`config.mk`:
```
export PLATFORM = sky130hd
export DESIGN_NAME = bba_ctrl
export DESIGN_NICKNAME = d
export VERILOG_FILES = /design/src/design/buddy_block_allocator_defines.svh /design/src/design/bba_pkg.sv /design/src/design/bba_ctrl.sv
export SDC_FILE = /design/constraint.sdc
export NUM_CORES = 1
export LEC_CHECK = 0
export BUFFER_PORTS_ARGS = -buffer_cell sky130_fd_sc_hd__buf_4
export CAP_MARGIN = 20
export CELL_PAD_IN_SITES_DETAIL_PLACEMENT = 1
export CELL_PAD_IN_SITES_GLOBAL_PLACEMENT = 1
export CORE_ASPECT_RATIO = 1.4
export CORE_UTILIZATION = 34
export DETAILED_ROUTE_END_ITERATION = 10
export GPL_ROUTABILITY_DRIVEN = 0
export PLACE_DENSITY_LB_ADDON = 0.1
export REMOVE_ABC_BUFFERS = 1
export SETUP_SLACK_MARGIN = 0.3
export SYNTH_ARGS = -nofsm -noshare
export SYNTH_HDL_FRONTEND = slang
export SYNTH_SLANG_ARGS = --single-unit
export TNS_END_PERCENT = 10
```
`constraint.sdc`:
```
create_clock -name aclk -period 1.38 [get_ports aclk]
set_input_delay 0.138 -clock aclk [delete_from_list [all_inputs] [get_ports aclk]]
set_output_delay 0.138 -clock aclk [all_outputs]
set_load 0.02 [all_outputs]
```
`src/design/buddy_block_allocator_defines.svh`:
```
// assertion macros for the buddy block allocator
`ifndef BUDDY_BLOCK_ALLOCATOR_DEFINES_SVH
`define BUDDY_BLOCK_ALLOCATOR_DEFINES_SVH

// same-cycle implication, checked outside reset
`define BBA_ASSERT_NOW(lbl, ante, cons, msg) \
    lbl: assert property (@(posedge aclk) disable iff (!aresetn) (ante) |-> (cons)) \
        else $error(msg);

// next-cycle implication, checked outside reset
`define BBA_ASSERT_NEXT(lbl, ante, cons, msg) \
    lbl: assert property (@(posedge aclk) disable iff (!aresetn) (ante) |=> (cons)) \
        else $error(msg);

`endif

```
`src/design/bba_pkg.sv`:
```
// shared types and codes for the buddy block allocator
`default_nettype none
package bba_pkg;

    // node state codes
    localparam logic [1:0] NS_ABSENT = 2'd0;
    localparam logic [1:0] NS_FREE   = 2'd1;
    localparam logic [1:0] NS_SPLIT  = 2'd2;
    localparam logic [1:0] NS_ALLOC  = 2'd3;

    // result status codes
    localparam logic [2:0] ST_OK      = 3'd0;
    localparam logic [2:0] ST_OOM     = 3'd1;
    localparam logic [2:0] ST_ZERO    = 3'd2;
    localparam logic [2:0] ST_LARGE   = 3'd3;
    localparam logic [2:0] ST_BADFREE = 3'd4;

    localparam logic [7:0] HEADER_RESET = 8'd24;

    typedef logic [4:0] dp_op_t;

    localparam dp_op_t OP_NONE          = 5'd0;
    localparam dp_op_t OP_CLR           = 5'd1;
    localparam dp_op_t OP_LOAD          = 5'd2;
    localparam dp_op_t OP_SCAN_INIT     = 5'd3;
    localparam dp_op_t OP_SCAN_RD       = 5'd4;
    localparam dp_op_t OP_SCAN_NEXT_K   = 5'd5;
    localparam dp_op_t OP_SCAN_NEXT_ORD = 5'd6;
    localparam dp_op_t OP_FOUND         = 5'd7;
    localparam dp_op_t OP_WR_SPLIT      = 5'd8;
    localparam dp_op_t OP_WR_RIGHT      = 5'd9;
    localparam dp_op_t OP_WR_ALLOC      = 5'd10;
    localparam dp_op_t OP_FD_INIT       = 5'd11;
    localparam dp_op_t OP_FD_RD         = 5'd12;
    localparam dp_op_t OP_FD_STEP       = 5'd13;
    localparam dp_op_t OP_FD_HIT        = 5'd14;
    localparam dp_op_t OP_MG_RD         = 5'd15;
    localparam dp_op_t OP_MG_WN         = 5'd16;
    localparam dp_op_t OP_MG_WB         = 5'd17;
    localparam dp_op_t OP_MG_UP         = 5'd18;
    localparam dp_op_t OP_RES_FREE      = 5'd19;
    localparam dp_op_t OP_RES_ERR       = 5'd20;
    localparam dp_op_t OP_OUT_LOAD      = 5'd21;

    typedef struct packed {
        dp_op_t     op;
        logic [2:0] err;
    } dp_cmd_t;

    typedef struct packed {
        logic       cmd_free;
        logic       req_zero;
        logic       too_large;
        logic       off_bad;
        logic       clear_last;
        logic       k_last;
        logic       ord_max;
        logic       ord_gt_tgt;
        logic       off_match;
        logic       fd_right;
        logic       fd_leaf;
        logic       n_root;
        logic [1:0] rdata;
    } dp_stat_t;

endpackage
`default_nettype wire

```
`src/design/bba_ctrl.sv`:
```
// controller state machine sequencing the datapath
`default_nettype none
module bba_ctrl (
    input  wire                aclk,
    input  wire                aresetn,
    input  wire                s_tvalid,
    output logic               s_tready,
    output logic               m_tvalid,
    input  wire                m_tready,
    input  bba_pkg::dp_stat_t  stat,
    output bba_pkg::dp_cmd_t   cmd
);
    localparam logic [3:0] S_CLEAR   = 4'd0;
    localparam logic [3:0] S_IDLE    = 4'd1;
    localparam logic [3:0] S_DECODE  = 4'd2;
    localparam logic [3:0] S_SCAN_RD = 4'd3;
    localparam logic [3:0] S_SCAN_EV = 4'd4;
    localparam logic [3:0] S_SPLIT   = 4'd5;
    localparam logic [3:0] S_SPLIT2  = 4'd6;
    localparam logic [3:0] S_FD_RD   = 4'd7;
    localparam logic [3:0] S_FD_EV   = 4'd8;
    localparam logic [3:0] S_MG_RD   = 4'd9;
    localparam logic [3:0] S_MG_EV   = 4'd10;
    localparam logic [3:0] S_MG_WB   = 4'd11;
    localparam logic [3:0] S_MG_UP   = 4'd12;
    localparam logic [3:0] S_DONE    = 4'd13;

    logic [3:0] state_reg, state_next;
    logic       valid_reg, valid_next;

    always_comb begin
        state_next = state_reg;
        cmd.op     = bba_pkg::OP_NONE;
        cmd.err    = bba_pkg::ST_OK;
        valid_next = (valid_reg && m_tready) ? 1'b0 : valid_reg;
        unique case (state_reg)
            S_CLEAR: begin
                cmd.op = bba_pkg::OP_CLR;
                if (stat.clear_last) begin
                    state_next = S_IDLE;
                end
            end
            S_IDLE: begin
                if (s_tvalid) begin
                    cmd.op     = bba_pkg::OP_LOAD;
                    state_next = S_DECODE;
                end
            end
            S_DECODE: begin
                priority if (stat.cmd_free && stat.off_bad) begin
                    cmd.op     = bba_pkg::OP_RES_ERR;
                    cmd.err    = bba_pkg::ST_BADFREE;
                    state_next = S_DONE;
                end else if (stat.cmd_free) begin
                    cmd.op     = bba_pkg::OP_FD_INIT;
                    state_next = S_FD_RD;
                end else if (stat.req_zero) begin
                    cmd.op     = bba_pkg::OP_RES_ERR;
                    cmd.err    = bba_pkg::ST_ZERO;
                    state_next = S_DONE;
                end else if (stat.too_large) begin
                    cmd.op     = bba_pkg::OP_RES_ERR;
                    cmd.err    = bba_pkg::ST_LARGE;
                    state_next = S_DONE;
                end else begin
                    cmd.op     = bba_pkg::OP_SCAN_INIT;
                    state_next = S_SCAN_RD;
                end
            end
            S_SCAN_RD: begin
                cmd.op     = bba_pkg::OP_SCAN_RD;
                state_next = S_SCAN_EV;
            end
            S_SCAN_EV: begin
                priority if (stat.rdata == bba_pkg::NS_FREE) begin
                    cmd.op     = bba_pkg::OP_FOUND;
                    state_next = S_SPLIT;
                end else if (!stat.k_last) begin
                    cmd.op     = bba_pkg::OP_SCAN_NEXT_K;
                    state_next = S_SCAN_RD;
                end else if (!stat.ord_max) begin
                    cmd.op     = bba_pkg::OP_SCAN_NEXT_ORD;
                    state_next = S_SCAN_RD;
                end else begin
                    cmd.op     = bba_pkg::OP_RES_ERR;
                    cmd.err    = bba_pkg::ST_OOM;
                    state_next = S_DONE;
                end
            end
            S_SPLIT: begin
                if (stat.ord_gt_tgt) begin
                    cmd.op     = bba_pkg::OP_WR_SPLIT;
                    state_next = S_SPLIT2;
                end else begin
                    cmd.op     = bba_pkg::OP_WR_ALLOC;
                    state_next = S_DONE;
                end
            end
            S_SPLIT2: begin
                cmd.op     = bba_pkg::OP_WR_RIGHT;
                state_next = S_SPLIT;
            end
            S_FD_RD: begin
                cmd.op     = bba_pkg::OP_FD_RD;
                state_next = S_FD_EV;
            end
            S_FD_EV: begin
                priority if (stat.rdata == bba_pkg::NS_ALLOC && stat.off_match) begin
                    cmd.op     = bba_pkg::OP_FD_HIT;
                    state_next = S_MG_RD;
                end else if (stat.rdata != bba_pkg::NS_SPLIT || stat.fd_leaf) begin
                    cmd.op     = bba_pkg::OP_RES_ERR;
                    cmd.err    = bba_pkg::ST_BADFREE;
                    state_next = S_DONE;
                end else begin
                    cmd.op     = bba_pkg::OP_FD_STEP;
                    state_next = S_FD_RD;
                end
            end
            S_MG_RD: begin
                if (stat.n_root) begin
                    cmd.op     = bba_pkg::OP_RES_FREE;
                    state_next = S_DONE;
                end else begin
                    cmd.op     = bba_pkg::OP_MG_RD;
                    state_next = S_MG_EV;
                end
            end
            S_MG_EV: begin
                if (stat.rdata != bba_pkg::NS_FREE) begin
                    cmd.op     = bba_pkg::OP_RES_FREE;
                    state_next = S_DONE;
                end else begin
                    cmd.op     = bba_pkg::OP_MG_WN;
                    state_next = S_MG_WB;
                end
            end
            S_MG_WB: begin
                cmd.op     = bba_pkg::OP_MG_WB;
                state_next = S_MG_UP;
            end
            S_MG_UP: begin
                cmd.op     = bba_pkg::OP_MG_UP;
                state_next = S_MG_RD;
            end
            S_DONE: begin
                // wait for the output register to drain
                if (!valid_reg || m_tready) begin
                    cmd.op     = bba_pkg::OP_OUT_LOAD;
                    valid_next = 1'b1;
                    state_next = S_IDLE;
                end
            end
            default: begin
                state_next = S_IDLE;
            end
        endcase
    end

    always_ff @(posedge aclk) begin
        if (!aresetn) begin
            state_reg <= S_CLEAR;
            valid_reg <= 1'b0;
        end else begin
            state_reg <= state_next;
            valid_reg <= valid_next;
        end
    end

    assign s_tready = (state_reg == S_IDLE);
    assign m_tvalid = valid_reg;

endmodule
`default_nettype wire

```
==> flow_summary_export.csv, run 1 <==
group,metric,value,unit
logic_synthesis,synth-simple-area-share,39.4,%
layout,utilization,68.2,%
cts,htree_levels,1,
min_path,hp-class,"in -> reg",
detailed_routing,first_iter_violations,96,
logic_synthesis,synth_cell_types,44,
logic_synthesis,yosysWarnings,0,
setup_path,worstPathBufferInverterCount,2,
logic_synthesis,synth_top_family_by_area,"simple AND/OR/NAND/NOR gates",
floorplan,dieHeight,60.9,µm
setup_path,reg2reg_from,"state_reg[0]",
global_routing,overflow,0,
global_routing,grt_pass1_wl,7440,µm
timing,slew_viol_final,0,
layout,nets,214,
setup_path,crit_family,"flip-flops",
layout,diodes,0,
timing,slew_headroom,73.0,%
floorplan,core,0.00236,mm²
detailed_routing,dr.pass1.iters,6,
layout,instances_no_fill,218,
timing,fin_crit_sh,129,%
setup_path,timing.rr.end,"state_reg[3]",
cts,cts_sinks,5,
setup_path,arrival,1640,ps
layout,final_common_cell,"buf_4",
logic_synthesis,synthArstFlopShare,0,%
logic_synthesis,synth_cells,125,
place,placedCellCount,205,
timing,worstMarginPinSlew,404,ps
cts,clk_pin_slew,70,ps
logic_synthesis,synth_area,842,µm²
setup_path,critPathKind,"reg -> out",
setup_path,cp.required,1240,ps
timing,fmax,563,MHz
global_routing,grt_max_degree,12,
floorplan,ios,28,
logic_synthesis,synthMuxAreaShare,1.19,%
logic_synthesis,synth_seq_cells,5,
logic_synthesis,yosysSeqAreaShare,11.9,%
detailed_routing,routedWlPerCell,23.7,µm
setup_path,critPathLaunchType,"flip-flop",
cts,numCtsBuffers,3,
layout,area_growth_syn_to_layout,91.5,%
layout,final_cell_mix,"buf_4 (62), buf_6 (14), nor2_1 (12)",
timing,fin_ws,-395,ps
logic_synthesis,synth_xor_area_share,0,%
detailed_routing,vias,1390,
detailed_routing,wl,5160,µm
power,p_per_area,833,mW/mm²
cts,ctsHoldBuffers,0,
floorplan,rows,21,
logic_synthesis,synthAdderAreaFrac,0,%
detailed_routing,ant_nets,0,
setup_path,worst_setup_path_end_kind,"output pin",
place,place_hpwl,3050,µm
timing,min_period,1780,ps
min_path,min_from,"aresetn",
setup_path,cp_cell_sequence,"inv_1, a21oi_2, o32ai_2, or3b_1, buf_6",
timing,hold_viol,0,
global_routing,grt_pass1_vias,1484,
cts,cts_tree,"built",
cts,clk_latency,260,ps
floorplan,die_area,0.00268,mm²
global_routing,grtUsageTotal,37.9,%
logic_synthesis,synth_edf_count,0,
setup_path,cpPeakStageDelay,430,ps
setup_path,worst_path_max_delay_cell,"dfxtp_4",
setup_path,ff2ff_path_depth,5,
timing,finalSetupViolCount,12,
status,status,"complete, but fails checks",
setup_path,cp_max_fo,11,
floorplan,start_util,35.6,%
power,cellLeakagePower,0.704,nW
min_path,hold_depth,2,
cts,cts_root_buffer,"clkbuf_4",
setup_path,r2r_slack,-100,ps
status,violations,"setup timing",
detailed_routing,routed_via_density,6.38,
global_routing,antenna_found_initial,0,
logic_synthesis,synth-compound-area-share,38.0,%
cts,cts.path.max_buffers,2,
timing,fin_skew,10.2,ps
layout,drive_gt1_share,57.9,%
min_path,worstHoldEndpoint,"state_reg[1]",
logic_synthesis,synth_area_per_cell,6.74,µm²
place,io_buffers,26,
layout,largest_reg_flops,4,
timing,rsz0062_at_grt,"yes",
job,drv_cap,0,
detailed_routing,remaining_drc_errors,0,
power,peakVddDrop,0.445,mV
logic_synthesis,synth_ff_type,"dfxtp_1",
floorplan,die-width,44.1,µm
==> worst max-delay path by stage <==
stage	start	to	slack (ps)	depth (start not counted)
CTS	state_reg[3]	cmd[2]	-340	7
finish	state_reg[0]	cmd[4]	-400	5
floorplan	state_reg[3]	cmd[4]	-300	4
global placement	state_reg[3]	cmd[4]	-180	5
detailed placement	state_reg[2]	cmd[4]	-220	6
global route	state_reg[0]	cmd[4]	-430	5
==> stage by stage <==
step	instance area [µm²]	hold WS (ps)	TNS (ps)	worst slack (ps)	total power, mW
after floorplan	777	267	-1570	-302	0.511
after global placement	1310	411	-1240	-179	0.883
after CTS	1530	147	-2440	-344	1.22
after global routing	1610	145	-3460	-432	1.38
after detailed placement	1310	410	-1710	-216	0.905
final	1610	141	-3010	-395	1.34
==> final cells by class <==
class | count | area [µm²]
clock buffer | 4 | 26.3
fill | 284 | 752
inverter | 4 | 15.0
multi-input combinational | 106 | 805
sequential | 5 | 115
tap | 23 | 28.8
timing repair buffer | 76 | 623
==> kinds of logic after synthesis <==
kind of cell           count (synthesis)
multiplexers                           1
AO/OA/AOI/OAI                         47
buffers and inverters                 14
AND/OR/NAND/NOR                       58
flip-flops                             5
==> metal layers <==
| layer | wire length, µm | global-route usage (%) |
|---|---|---|
| met3 | 271 | 5.65 |
| met1 | 1960 | 44.0 |
| met5 | 0 | 0 |
| met2 | 2650 | 66.6 |
| met4 | 274 | 19.0 |
==> synth_stat cells (3+ instances only) <==
master | count | area [µm²]
a32oi_1 | 3 | 26.3
buf_2 | 7 | 35.0
a21oi_1 | 14 | 70.1
a31oi_1 | 5 | 31.3
nand2b_1 | 5 | 31.3
nand3_1 | 4 | 20.0
inv_1 | 4 | 15.0
and2b_1 | 3 | 22.5
nor2b_1 | 3 | 18.8
nor2_1 | 15 | 56.3
nand2_1 | 7 | 26.3
nor3_1 | 5 | 25.0
o21ai_0 | 6 | 30.0
dfxtp_1 | 5 | 100
==> power breakdown <==
group	internal, mW	leakage (nW)	total, mW	switching (mW)
sequential	0.161	0.0436	0.200	0.0394
clock	0.111	0.0150	0.208	0.0969
combinational	0.456	0.646	0.935	0.479
==> repair_timing <==
action	in CTS	in global routing
pin swaps	8	5
buffers inserted	7	2
resized for setup	40	11
endpoints found under the setup margin	14	14
Power figures use the tool's default switching activity.
==> inputs of run 2 (changes only) <==
--- a/config.mk
+++ b/config.mk
@@ -5,12 +5,13 @@
 export SDC_FILE = /design/constraint.sdc
 export NUM_CORES = 1
 export LEC_CHECK = 0
+export ABC_AREA = 1
 export BUFFER_PORTS_ARGS = -buffer_cell sky130_fd_sc_hd__buf_4
 export CAP_MARGIN = 20
 export CELL_PAD_IN_SITES_DETAIL_PLACEMENT = 1
 export CELL_PAD_IN_SITES_GLOBAL_PLACEMENT = 1
 export CORE_ASPECT_RATIO = 1.4
-export CORE_UTILIZATION = 34
+export CORE_UTILIZATION = 30
 export DETAILED_ROUTE_END_ITERATION = 10
 export GPL_ROUTABILITY_DRIVEN = 0
 export PLACE_DENSITY_LB_ADDON = 0.1
==> run 2 against run 1 <==
  * The run still ends with setup timing left
  * Final area shrank 15%
  * Register-to-register slack is essentially flat
  * Critical endpoint unchanged
  * Sequential cell count is the same
  * Non-clock buffer count shrank 30
  * Wire length shrank 31%
  * Area after synthesis shrank 6.8%
  * Critical path type unchanged
  * Critical path depth grew 3
  * Worst setup slack gained 210 ps
  * Clock-buffer cell count shrank 1
==> flow_summary_export.csv, run 2 <==
group,metric,value,unit
setup_path,arrival,1430,ps
timing,min_period,1570,ps
power,clockPowerShare,8.0,%
logic_synthesis,synth_common_cells,"nand2_1 (51), inv_1 (30), nor2_1 (28)",
status,status,"complete, but fails checks",
cts,cts.path.max_buffers,2,
logic_synthesis,synth_seq_cells,5,
layout,final_cell_mix,"nand2_1 (42), buf_4 (42), inv_1 (24)",
timing,slew_viol_final,0,
logic_synthesis,netlist.top_cell.by_area,"nand2_1",
layout,drive_gt1_share,46.6,%
timing,hold_viol,0,
power,peakVddDrop,1.09,mV
timing,slew_headroom,78.1,%
timing,tns,-1320,ps
detailed_routing,remaining_drc_errors,0,
detailed_routing,vias,1197,
timing,fmax,638,MHz
logic_synthesis,yosys.cell_count.top_type,"nand2_1",
layout,multiInputGateArea,699,µm²
place,placedCellCount,231,
logic_synthesis,synthArstFlopShare,0,%
global_routing,antenna_found_initial,0,
timing,rsz0062_at_grt,"yes",
global_routing,grt_pass1_wl,5670,µm
floorplan,die-width,45.2,µm
global_routing,grtUsageTotal,27.3,%
setup_path,critPathKind,"reg -> out",
place,place_hpwl,2630,µm
detailed_routing,first_iter_violations,17,
cts,cts_tree,"built",
setup_path,r2r_slack,-100,ps
timing,finalSetupViolCount,9,
logic_synthesis,yosys-top-cells-area,"nand2_1 (24%), inv_1 (14%), nor2_1 (13%)",
logic_synthesis,synth_cells,158,
logic_synthesis,synth_area_per_cell,4.97,µm²
cts,ctsHoldBuffers,0,
layout,fin_area,0.00137,mm²
setup_path,critPathLaunchType,"flip-flop",
power,p_comb_share,77.6,%
timing,fin_crit_sh,114,%
detailed_routing,dr.pass1.iters,4,
status,violations,"setup timing",
layout,diodes,0,
floorplan,die_area,0.00283,mm²
layout,nets,227,
cts,clk_latency,240,ps
detailed_routing,wl,3580,µm
place,io_buffers,26,
cts,clk_pin_slew,50,ps
job,drv_cap,0,
detailed_routing,ant_nets,0,
logic_synthesis,synth_top_area_share,24.4,%
floorplan,start_util,32.1,%
layout,fillCellCount,365,
cts,cts_sinks,5,
layout,seqCellArea,115,µm²
setup_path,worst_setup_path_end_kind,"output pin",
layout,area_growth_syn_to_layout,74.2,%
logic_synthesis,yosysWarnings,0,
setup_path,startpoint,"state_reg[1]",
logic_synthesis,synth_edf_count,0,
global_routing,grt_pass1_vias,1280,
setup_path,cp_max_fo,4,
layout,largest_reg_flops,4,
place,placed_area,0.00112,mm²
min_path,hp-class,"in -> reg",
logic_synthesis,yosysSeqAreaShare,12.8,%
logic_synthesis,synth_area,785,µm²
floorplan,dieHeight,62.5,µm
power,seqPwrFrac,14.4,%
timing,worstMarginPinSlew,328,ps
timing,fin_ws,-188,ps
power,p_per_area,1540,mW/mm²
timing,fin_skew,0.328,ps
setup_path,timing.rr.end,"state_reg[3]",
setup_path,cp.required,1240,ps
detailed_routing,routedWlPerCell,14.8,µm
setup_path,ff2ff_path_depth,11,
logic_synthesis,synth_cell_types,21,
global_routing,grt_max_degree,7,
setup_path,reg2reg_from,"state_reg[1]",
power,p_sw_share,52.7,%
floorplan,ios,28,
layout,utilization,55.9,%
place,dp_slack,-95.8,ps
layout,instances_no_fill,242,
floorplan,rows,21,
power,switching_power,1.11,mW
logic_synthesis,synth_ff_type,"dfxtp_1",
detailed_routing,routed_via_density,4.95,
power,cellLeakagePower,0.776,nW
cts,cts_root_buffer,"clkbuf_4",
power,p_total,2.10,mW
timing,fin_hold_ws,128,ps
global_routing,overflow,0,
power,intPower,0.995,mW
setup_path,cp-endpoint,"cmd[4]",
cts,htree_levels,1,
floorplan,core,0.00244,mm²
cts,numCtsBuffers,3,
[run 2: cell types whose count changed after synthesis, sizes merged, moves of 3 or more]
cell	change
a21oi	-12
a31oi	-5
a32oi	-3
and2b	-4
buf	-10
inv	+27
nand2	+46
nand2b	-5
nand3	+9
nor2	+20
nor2b	-3
nor3	-3
[run 2: how the worst min path moves through the flow]
| stage | depth (start not counted) | to | slack, ps | start |
|---|---|---|---|---|
| 2_1_floorplan | 2 | state_reg[2] | 240 | aresetn |
| 3_3_place_gp | 3 | state_reg[3] | 380 | aresetn |
| 3_5_place_dp | 3 | state_reg[3] | 380 | aresetn |
| 4_1_cts | 3 | state_reg[3] | 130 | aresetn |
| 5_1_grt | 3 | state_reg[3] | 140 | aresetn |
| 6_report | 3 | state_reg[3] | 130 | aresetn |
[run 2: power groups by stage]
stage          logic, mW  registers (mW)  clock network, mW
2_1_floorplan      0.743           0.237                  0
3_3_place_gp        1.25           0.241                  0
3_5_place_dp        1.28           0.247                  0
4_1_cts             1.53           0.296              0.173
5_1_grt             1.75           0.307              0.179
6_report            1.63           0.303              0.167
[run 2: cell type report]
class                           instances  area share [%]
Tap cell                               34            3.11
Inverter                               31            8.88
Clock buffer                            3            1.65
Multi-Input combinational cell        122            51.2
Timing Repair Buffer                   46            26.4
Clock inverter                          1           0.366
Sequential cell                         5            8.42
[run 2: cells by family (layout without fill, tap and decap cells)]
logic type	count (synthesis)	count (layout)	share of synthesized area [%]
and+or+nand+nor	108	108	60.4
buffers and inverters	31	81	14.8
DFF	5	5	12.8
AOI/OAI and AO/OA	14	14	12.0
[run 2: repair_timing]
| action | 4_1_cts | 5_1_grt |
|---|---|---|
| buffers inserted | 7 | 0 |
| pin swaps | 13 | 6 |
| gates resized for setup | 49 | 10 |
| endpoints found under the setup margin | 13 | 13 |
[run 2: worst max-delay path, cell delays in order (launching register included)]
cell	delay [ps]
dfxtp_4	360
inv_4	90
nand2_4	90
nor2_2	150
nand2_2	80
nand2_1	110
nor2_1	60
o211ai_1	90
buf_4	170
[run 2: routing by layer]
metal  global-route usage, %  wire (µm)
met2                    50.7       2090
met1                    26.0       1300
met4                    16.7        112
met5                       0          0
met3                    4.05         76
